**src/sv/crrm_pkg.sv**
```systemverilog
// ----------------------------------------------------------------------------
// crrm_pkg
// Shared constants, types and helpers of the chained range remap block.
// ----------------------------------------------------------------------------
package crrm_pkg;

  // Table geometry and value width
  localparam int NUM_STAGES        = 8;
  localparam int ENTRIES_PER_STAGE = 64;
  localparam int VALUE_BITS        = 40;
  localparam int TABLE_DEPTH       = NUM_STAGES * ENTRIES_PER_STAGE;
  localparam int ADDR_W            = (TABLE_DEPTH > 1) ? $clog2(TABLE_DEPTH) : 1;
  localparam int STG_CNT_W         = (NUM_STAGES > 1) ? $clog2(NUM_STAGES) : 1;
  localparam int SLOT_CNT_W        = (ENTRIES_PER_STAGE > 1) ? $clog2(ENTRIES_PER_STAGE) : 1;

  // Input field widths
  localparam int OP_W    = 2;
  localparam int STAGE_W = 3;
  localparam int SLOT_W  = 6;

  typedef logic [VALUE_BITS-1:0] value_t;
  typedef logic [ADDR_W-1:0]     addr_t;

  // Operation codes; the fourth code is ignored
  typedef enum logic [OP_W-1:0] {
    OP_WRITE     = 2'd0,
    OP_TRANSLATE = 2'd1,
    OP_RESTART   = 2'd2
  } op_e;

  // One table word
  typedef struct packed {
    logic   used;
    value_t dest;
    value_t src;
    value_t len;
  } entry_t;

  localparam int ENTRY_W = $bits(entry_t);

  // Controller to datapath commands
  typedef struct packed {
    logic  clr_wr;
    addr_t clr_addr;
    logic  entry_wr;
    logic  rd_en;
    addr_t rd_addr;
    logic  rd_first;
    logic  rd_last;
    logic  load_value;
    logic  restart_min;
    logic  load_out;
  } dp_cmd_t;

  // Datapath to controller status
  typedef struct packed {
    logic out_free;
  } dp_sts_t;

  // Flat table address of a stage and slot
  function automatic addr_t entry_addr(addr_t st, addr_t sl);
    return addr_t'(st * addr_t'(ENTRIES_PER_STAGE) + sl);
  endfunction

endpackage

```
**src/sv/crrm_ctrl.sv**
```systemverilog
// ----------------------------------------------------------------------------
// crrm_ctrl
// Controller: table clearing pass, command decode, stage/slot scan sequencer.
// ----------------------------------------------------------------------------
module crrm_ctrl (
  input  logic                       clk_i,
  input  logic                       rst_ni,
  input  logic                       in_valid_i,
  output logic                       in_ready_o,
  input  logic [crrm_pkg::OP_W-1:0]    op_i,
  input  logic [crrm_pkg::STAGE_W-1:0] stage_i,
  input  logic [crrm_pkg::SLOT_W-1:0]  slot_i,
  input  crrm_pkg::dp_sts_t          sts_i,
  output crrm_pkg::dp_cmd_t          cmd_o
);
  import crrm_pkg::*;

  typedef enum logic [4:0] {
    ST_CLEAR  = 5'b00001,
    ST_IDLE   = 5'b00010,
    ST_SCAN   = 5'b00100,
    ST_GAP    = 5'b01000,
    ST_RESULT = 5'b10000
  } state_e;

  state_e                state_q, state_d;
  addr_t                 clr_cnt_q, clr_cnt_d;
  logic [STG_CNT_W-1:0]  stage_cnt_q, stage_cnt_d;
  logic [SLOT_CNT_W-1:0] slot_cnt_q, slot_cnt_d;
  logic                  gap_cnt_q, gap_cnt_d;
  logic                  accept;
  logic                  in_range;

  assign in_ready_o = (state_q == ST_IDLE);
  assign accept     = in_valid_i & in_ready_o;
  assign in_range   = (32'(stage_i) < NUM_STAGES) && (32'(slot_i) < ENTRIES_PER_STAGE);

  // Sequence the clearing pass, the scan and the result transfer
  always_comb begin
    state_d     = state_q;
    clr_cnt_d   = clr_cnt_q;
    stage_cnt_d = stage_cnt_q;
    slot_cnt_d  = slot_cnt_q;
    gap_cnt_d   = gap_cnt_q;
    cmd_o       = '0;
    cmd_o.clr_addr = clr_cnt_q;
    cmd_o.rd_addr  = entry_addr(addr_t'(stage_cnt_q), addr_t'(slot_cnt_q));

    unique case (state_q)
      ST_CLEAR: begin
        cmd_o.clr_wr = 1'b1;
        if (clr_cnt_q == addr_t'(TABLE_DEPTH - 1)) begin
          state_d = ST_IDLE;
        end else begin
          clr_cnt_d = clr_cnt_q + 1'b1;
        end
      end
      ST_IDLE: begin
        if (accept) begin
          unique case (op_i)
            OP_WRITE:     cmd_o.entry_wr = in_range;
            OP_TRANSLATE: begin
              cmd_o.load_value = 1'b1;
              stage_cnt_d      = '0;
              slot_cnt_d       = '0;
              state_d          = ST_SCAN;
            end
            OP_RESTART:   cmd_o.restart_min = 1'b1;
            default:      ;
          endcase
        end
      end
      ST_SCAN: begin
        // Issue one table read per cycle over the current stage
        cmd_o.rd_en    = 1'b1;
        cmd_o.rd_first = (slot_cnt_q == '0);
        cmd_o.rd_last  = (slot_cnt_q == SLOT_CNT_W'(ENTRIES_PER_STAGE - 1));
        if (cmd_o.rd_last) begin
          slot_cnt_d = '0;
          gap_cnt_d  = 1'b0;
          state_d    = ST_GAP;
        end else begin
          slot_cnt_d = slot_cnt_q + 1'b1;
        end
      end
      ST_GAP: begin
        // Wait for the stage result to settle before the next stage reads
        if (gap_cnt_q) begin
          if (stage_cnt_q == STG_CNT_W'(NUM_STAGES - 1)) begin
            stage_cnt_d = '0;
            state_d     = ST_RESULT;
          end else begin
            stage_cnt_d = stage_cnt_q + 1'b1;
            state_d     = ST_SCAN;
          end
        end else begin
          gap_cnt_d = 1'b1;
        end
      end
      ST_RESULT: begin
        if (sts_i.out_free) begin
          cmd_o.load_out = 1'b1;
          state_d        = ST_IDLE;
        end
      end
      default: state_d = ST_CLEAR;
    endcase
  end

  always_ff @(posedge clk_i or negedge rst_ni) begin
    if (!rst_ni) begin
      state_q     <= ST_CLEAR;
      clr_cnt_q   <= '0;
      stage_cnt_q <= '0;
      slot_cnt_q  <= '0;
      gap_cnt_q   <= 1'b0;
    end else begin
      state_q     <= state_d;
      clr_cnt_q   <= clr_cnt_d;
      stage_cnt_q <= stage_cnt_d;
      slot_cnt_q  <= slot_cnt_d;
      gap_cnt_q   <= gap_cnt_d;
    end
  end

endmodule

```
**config.mk**
```make
export PLATFORM = sky130hd
export DESIGN_NAME = crrm_ctrl
export DESIGN_NICKNAME = d
export VERILOG_FILES = /design/src/sv/crrm_pkg.sv /design/src/sv/crrm_ctrl.sv
export SDC_FILE = /design/constraint.sdc
export NUM_CORES = 1
export LEC_CHECK = 0
export ABC_AREA = 1
export BUFFER_PORTS_ARGS = -buffer_cell sky130_fd_sc_hd__buf_2
export CORE_MARGIN = 8
export CORE_UTILIZATION = 45
export CTS_CLUSTER_SIZE = 16
export DETAILED_ROUTE_END_ITERATION = 7
export GPL_ROUTABILITY_DRIVEN = 0
export PLACE_DENSITY = 0.75
export REMOVE_ABC_BUFFERS = 1
export SETUP_SLACK_MARGIN = 0.1
export SLEW_MARGIN = 20
export SYNTH_ARGS = -nofsm -noshare
export SYNTH_HDL_FRONTEND = slang
export SYNTH_SLANG_ARGS = --single-unit
```
**constraint.sdc**
```tcl
create_clock -name clk_i -period 1.5 [get_ports clk_i]
set_input_delay 0.3 -clock clk_i [delete_from_list [all_inputs] [get_ports clk_i]]
set_output_delay 0.3 -clock clk_i [all_outputs]
set_load 0.02 [all_outputs]
```
* Word-level counts from Yosys, hierarchy flattened *
Index checks and enable logic that the tools add are counted.

word-level totals
  memories = 0
  output and inout port bits = 27
  word-level logic and storage cells = 68
  RAM bits = 0
  bits in read-only memories = 0
  register bits = 24
  latch bits = 0

cells by class
  divide/modulo/power cells = 0
  add/subtract/negate cells = 4
  bitwise logic cells = 2
  eq/ne operators = 16
  multiplexer cells = 31
  magnitude comparators = 0
  reductions and logical operators = 10
  shifts and indexed selects = 0
  multipliers = 0

operators by type and width
  cell                                                  number
  two-way mux 5 bit                                     7
  case mux 5 bit (5 select lines)                       1
  two-way mux 6 bit                                     3
  two-way mux 3 bit                                     4
  case mux 6 bit (2 select lines)                       1
  two-way mux 1 bit                                     10
  adder 9 x 1 -> 9 bit (second input constant)          1
  adder 9 x 6 -> 9 bit                                  1
  equality test 9 bit (second input constant)           1
  != test 2 bit (second input constant)                 4
  adder 6 x 1 -> 6 bit (second input constant)          1
  equality test 6 bit (second input constant)           1
  zero test 6 bit                                       1
  two-way mux 2 bit                                     3
  case mux 3 bit (2 select lines)                       1
  AND reduction 6 bit                                   1
  nonzero test 2 bit                                    3
  equality test 5 x 1 -> 1 bit (second input constant)  1
  equality test 5 x 2 -> 1 bit (second input constant)  1
  equality test 5 x 3 -> 1 bit (second input constant)  1
  equality test 5 x 4 -> 1 bit (second input constant)  1
  equality test 5 bit (second input constant)           1
  != test 2 x 1 -> 1 bit (second input constant)        2
  AND reduction 2 bit                                   2
  10 further kinds                                      10

* Depth between registers and ports, before layout *
  depth in word-level cells = 4
  gate-level depth with buffers = 11

* Least setup slack after synthesis *
No wires, ideal clock.

  path kind = reg-to-output
  start = register slot_cnt_q[0]
  end = output cmd_o[4] in the netlist's numbering
  slack = -0.262 ns
  stages on the path, launching flop included = 5
  arrival = 1.462 ns
  cells stage by stage = dfrtp_1 > inv_1 > ha_1 > nand3_1 > nor4_1

RTL lines
  element                 RTL line          source
  from (decl)             crrm_ctrl.sv:29   logic [SLOT_CNT_W-1:0] slot_cnt_q, slot_cnt_d;
  from (signal assigned)  crrm_ctrl.sv:121  slot_cnt_q <= slot_cnt_d;
  to (decl)               crrm_ctrl.sv:14   output crrm_pkg::dp_cmd_t cmd_o

* Worst setup path after layout *
  start = register clr_cnt_q[0]
  end = register clr_cnt_q[2]

on the way
  longest elaborated chain between the ends = 3

RTL lines
  element                                                                       RTL line          source
  from (decl)                                                                   crrm_ctrl.sv:27   addr_t clr_cnt_q, clr_cnt_d;
  from (signal assigned)                                                        crrm_ctrl.sv:119  clr_cnt_q <= clr_cnt_d;
  parallel branches: the longest is 3 deep, another holds adder 9 x 1 -> 9 bit  --

Parallel ways; which one is timed is not known.
A chain may end at the register's enable or synchronous reset.

==> results.toml <==
[status]
run_status = "finished with violations"
violations = "setup timing"

[detailed_routing]
totalWireLength_um = 4640
drc = 0
antenna_left = 0
vias = 1510
drt_iter0_drc = 71
drtPass1Iterations = 4
post_drt_via_cell_ratio = 5.17
routedWlPerCell_um = 15.9

[final_layout]
area_growth_pct = 77.2
drive_gt1_share_pct = 59.8
antenna_cells = 0
final_nets = 281

[timing]
final_hold_viol_count = 0
finalSetupViolations = 26
max_clock_freq_mhz = 535
maxSlewViolCount = 0
skew_ns = 0.0126
relSlewSlack_pct = 64.2
finalCritPeriodShare_pct = 125
fin_hold_ws_ns = 0.266
period_needed_ns = 1.87
rsz0062_at_grt = "true"
setup_slack_ns = -0.370
worstMarginPinSlew_ns = 0.536

[clock_tree]
root_buffer = "clkbuf_4"
clock_latency_ns = 0.33
clk_pin_slew_ns = 0.15
cts_tree = "yes"
max-clock-path-buffers = 2
cts_sinks = 24
cts_buffers = 3
htreeDepth = 1

[critical_path]
cp-end-kind = "register"
arrival_ns = 2.11
slowest_delay_ns = 0.45
crit_family = "flip-flops"
startpoint_type = "register"
critical_path.max_fanout = 8
cp_slowest_cell = "dfrtp_1"
crit_type = "reg2reg"
critPathBufInv = 3
cp.required_ns = 1.74
path_cells = "ha_4 -> nand3_4 -> nor4_4 -> ha_2 -> inv_2 -> nand4_4 -> buf_6 -> inv_6 -> nand2_4 -> xnor2_1"

[placement]
place_hpwl_um = 2440
io_buffers = 32
pre_cts_slack_ns = -0.213

[synth]
synth_cell_types = 26
synthSimpleGateAreaFrac_pct = 34.5
synth_top_family_by_area = "simple AND/OR/NAND/NOR gates"
syn_avg_cell_area_um2 = 8.16
synth.cell_area_um2 = 1370
synthMuxAreaShare_pct = 0
ys_seq_area_share_pct = 43.9
yosys_warnings = 0
synth_compound_area_share_pct = 4.47
synth_seq_cells = 24
synth_xor_area_share_pct = 3.84
netlist_instances = 168
synthAdderAreaFrac_pct = 5.48

[min_path]
hp-class = "in2reg"

[floorplanning]
dieHeight_um = 71.2
design.core.area_um2 = 2980
start_util_pct = 46.0
die_area_um2 = 5070
placementRows = 20
num_io_pins = 42
die_x_um = 71.2

[global_routing]
gr-usage-all-layers_pct = 16.0
overflow = 0
grt_max_degree = 25
antenna_found_initial = 0
grt_pass1_wl_um = 6600
grt_pass1_vias = 1455

[power]
power_density_nw_per_um2 = 477
ir_drop_v = 0.000604
power.leakage_nw = 1.29

[job]
drv_cap = 0
==> power breakdown <==
group / switching, mW / internal, mW / total (mW)
Sequential: 0 / 0.647 / 0.647
Combinational: 0.0194 / 0.00720 / 0.0266
Clock: 0.215 / 0.271 / 0.485
==> metrics by stage <==
step / TNS [ns] / utilization (%) / instance area, um^2 / total power, mW / std cells
3_5_place_dp: -1.73 / 58.8 / 1750 / 0.682 / 257
5_1_grt: -7.32 / 81.5 / 2430 / 1.19 / 292
3_3_place_gp: -1.36 / 58.8 / 1750 / 0.682 / 257
6_report: -5.25 / 81.5 / 2430 / 1.16 / 292
2_1_floorplan: -3.23 / - / 1360 / 0.662 / 167
4_1_cts: -2.78 / 72.8 / 2170 / 1.15 / 280
==> tightest hold or removal path, cell delays in order <==
cell     delay, ns
buf_2         0.08
inv_1         0.04
nand4_1       0.11
nand2_1       0.06
==> repair_timing <==
| item | CTS | global route |
|---|---|---|
| hold buffers | 1 | 0 |
| gates resized for setup | 63 | 44 |
| endpoints found under the setup margin | 26 | 35 |
| endpoints found under the hold margin | 23 | 0 |
| setup buffers | 18 | 14 |
| pin swaps | 14 | 15 |
==> final cells by class <==
type                    instances  area [um^2]
inverters                      26          110
clock inverters                 1         30.0
clock buffers                   3         22.5
fillers                       166          551
repair buffers                 88          711
multi-input cells             117          908
flip-flops and latches         24          604
well taps                      33         41.3
==> cells in the mapped netlist <==
library cell  instances  area share, %
xor2_1                4            2.6
o21ai_0               3            1.1
o21ai_1               6            2.2
nor4_1                2           0.91
o31ai_1               1           0.55
nor3_1                2           0.73
buf_4                 1           0.55
nand3b_1              1           0.55
nand4_2               1           0.91
o21ai_2               1           0.64
dfrtp_1              23             42
nand3_1              15            5.5
nor2_4                3            2.5
clkinv_2              1           0.36
dfstp_2               1            1.9
nand3_2               3            2.2
nand2_2               2           0.91
xnor2_1               2            1.3
nand2_1              40             11
nand4_1               5            2.3
ha_1                  6            5.5
nor2_2                2           0.91
nor2_1               17            4.7
nand4_4               1            1.6
inv_1                19            5.2
inv_2                 6            1.6
==> layer usage <==
layer | vias to the layer above | GRT usage [%] | part of all wire, %
li1 | 723 | - | -
met1 | 733 | 17.3 | 38
met2 | 44 | 30.5 | 57
met3 | 10 | 2.40 | 3.4
met4 | 0 | 5.54 | 2.0
met5 | - | 0 | 0
==> cells in the final DEF (no fill, tap or decap), types with 2 or more instances in the layout <==
master / instances
nor2_4: 12
dfrtp_1: 21
o21ai_2: 2
nor3_2: 2
inv_2: 8
ha_2: 2
xnor2_1: 2
nand4_1: 5
xor2_1: 4
ha_1: 3
buf_2: 19
buf_4: 45
nand3_4: 4
nand3_1: 10
nand2_4: 4
nand3_2: 4
nor2_2: 2
o21ai_1: 6
dfrtp_2: 2
nand4_4: 2
inv_1: 15
nor2_1: 8
buf_6: 22
clkbuf_4: 3
nand2_1: 25
nand2_2: 13
==> path summary, 6_finish.rpt <==
kind | from | to | slack (ns) | depth (start not counted)
max in group asynchronous | rst_ni | state_q[0] | 0.66 | 2
max reg2reg | clr_cnt_q[0] | clr_cnt_q[2] | -0.37 | 10
min | sts_i | state_q[4] | 0.27 | 4
max | clr_cnt_q[0] | clr_cnt_q[2] | -0.37 | 10
min reg2reg | stage_cnt_q[1] | stage_cnt_q[1] | 0.53 | 2
min in group asynchronous | rst_ni | slot_cnt_q[5] | 0.46 | 2
==> cell families after synthesis <==
logic type	count (synthesis)
simple gates	94
flops	24
buf+inv	27
compound gates	11
xor+xnor	6
fa+ha+maj	6
==> state kept, by name, summed over array words and instances, names as in the netlist <==
| signal | flops |
|---|---|
| clr_cnt_q | 9 |
| gap_cnt_q | 1 |
| slot_cnt_q | 6 |
| stage_cnt_q | 3 |
| state_q | 5 |
Note: power is estimated with default switching activity, not from simulation.
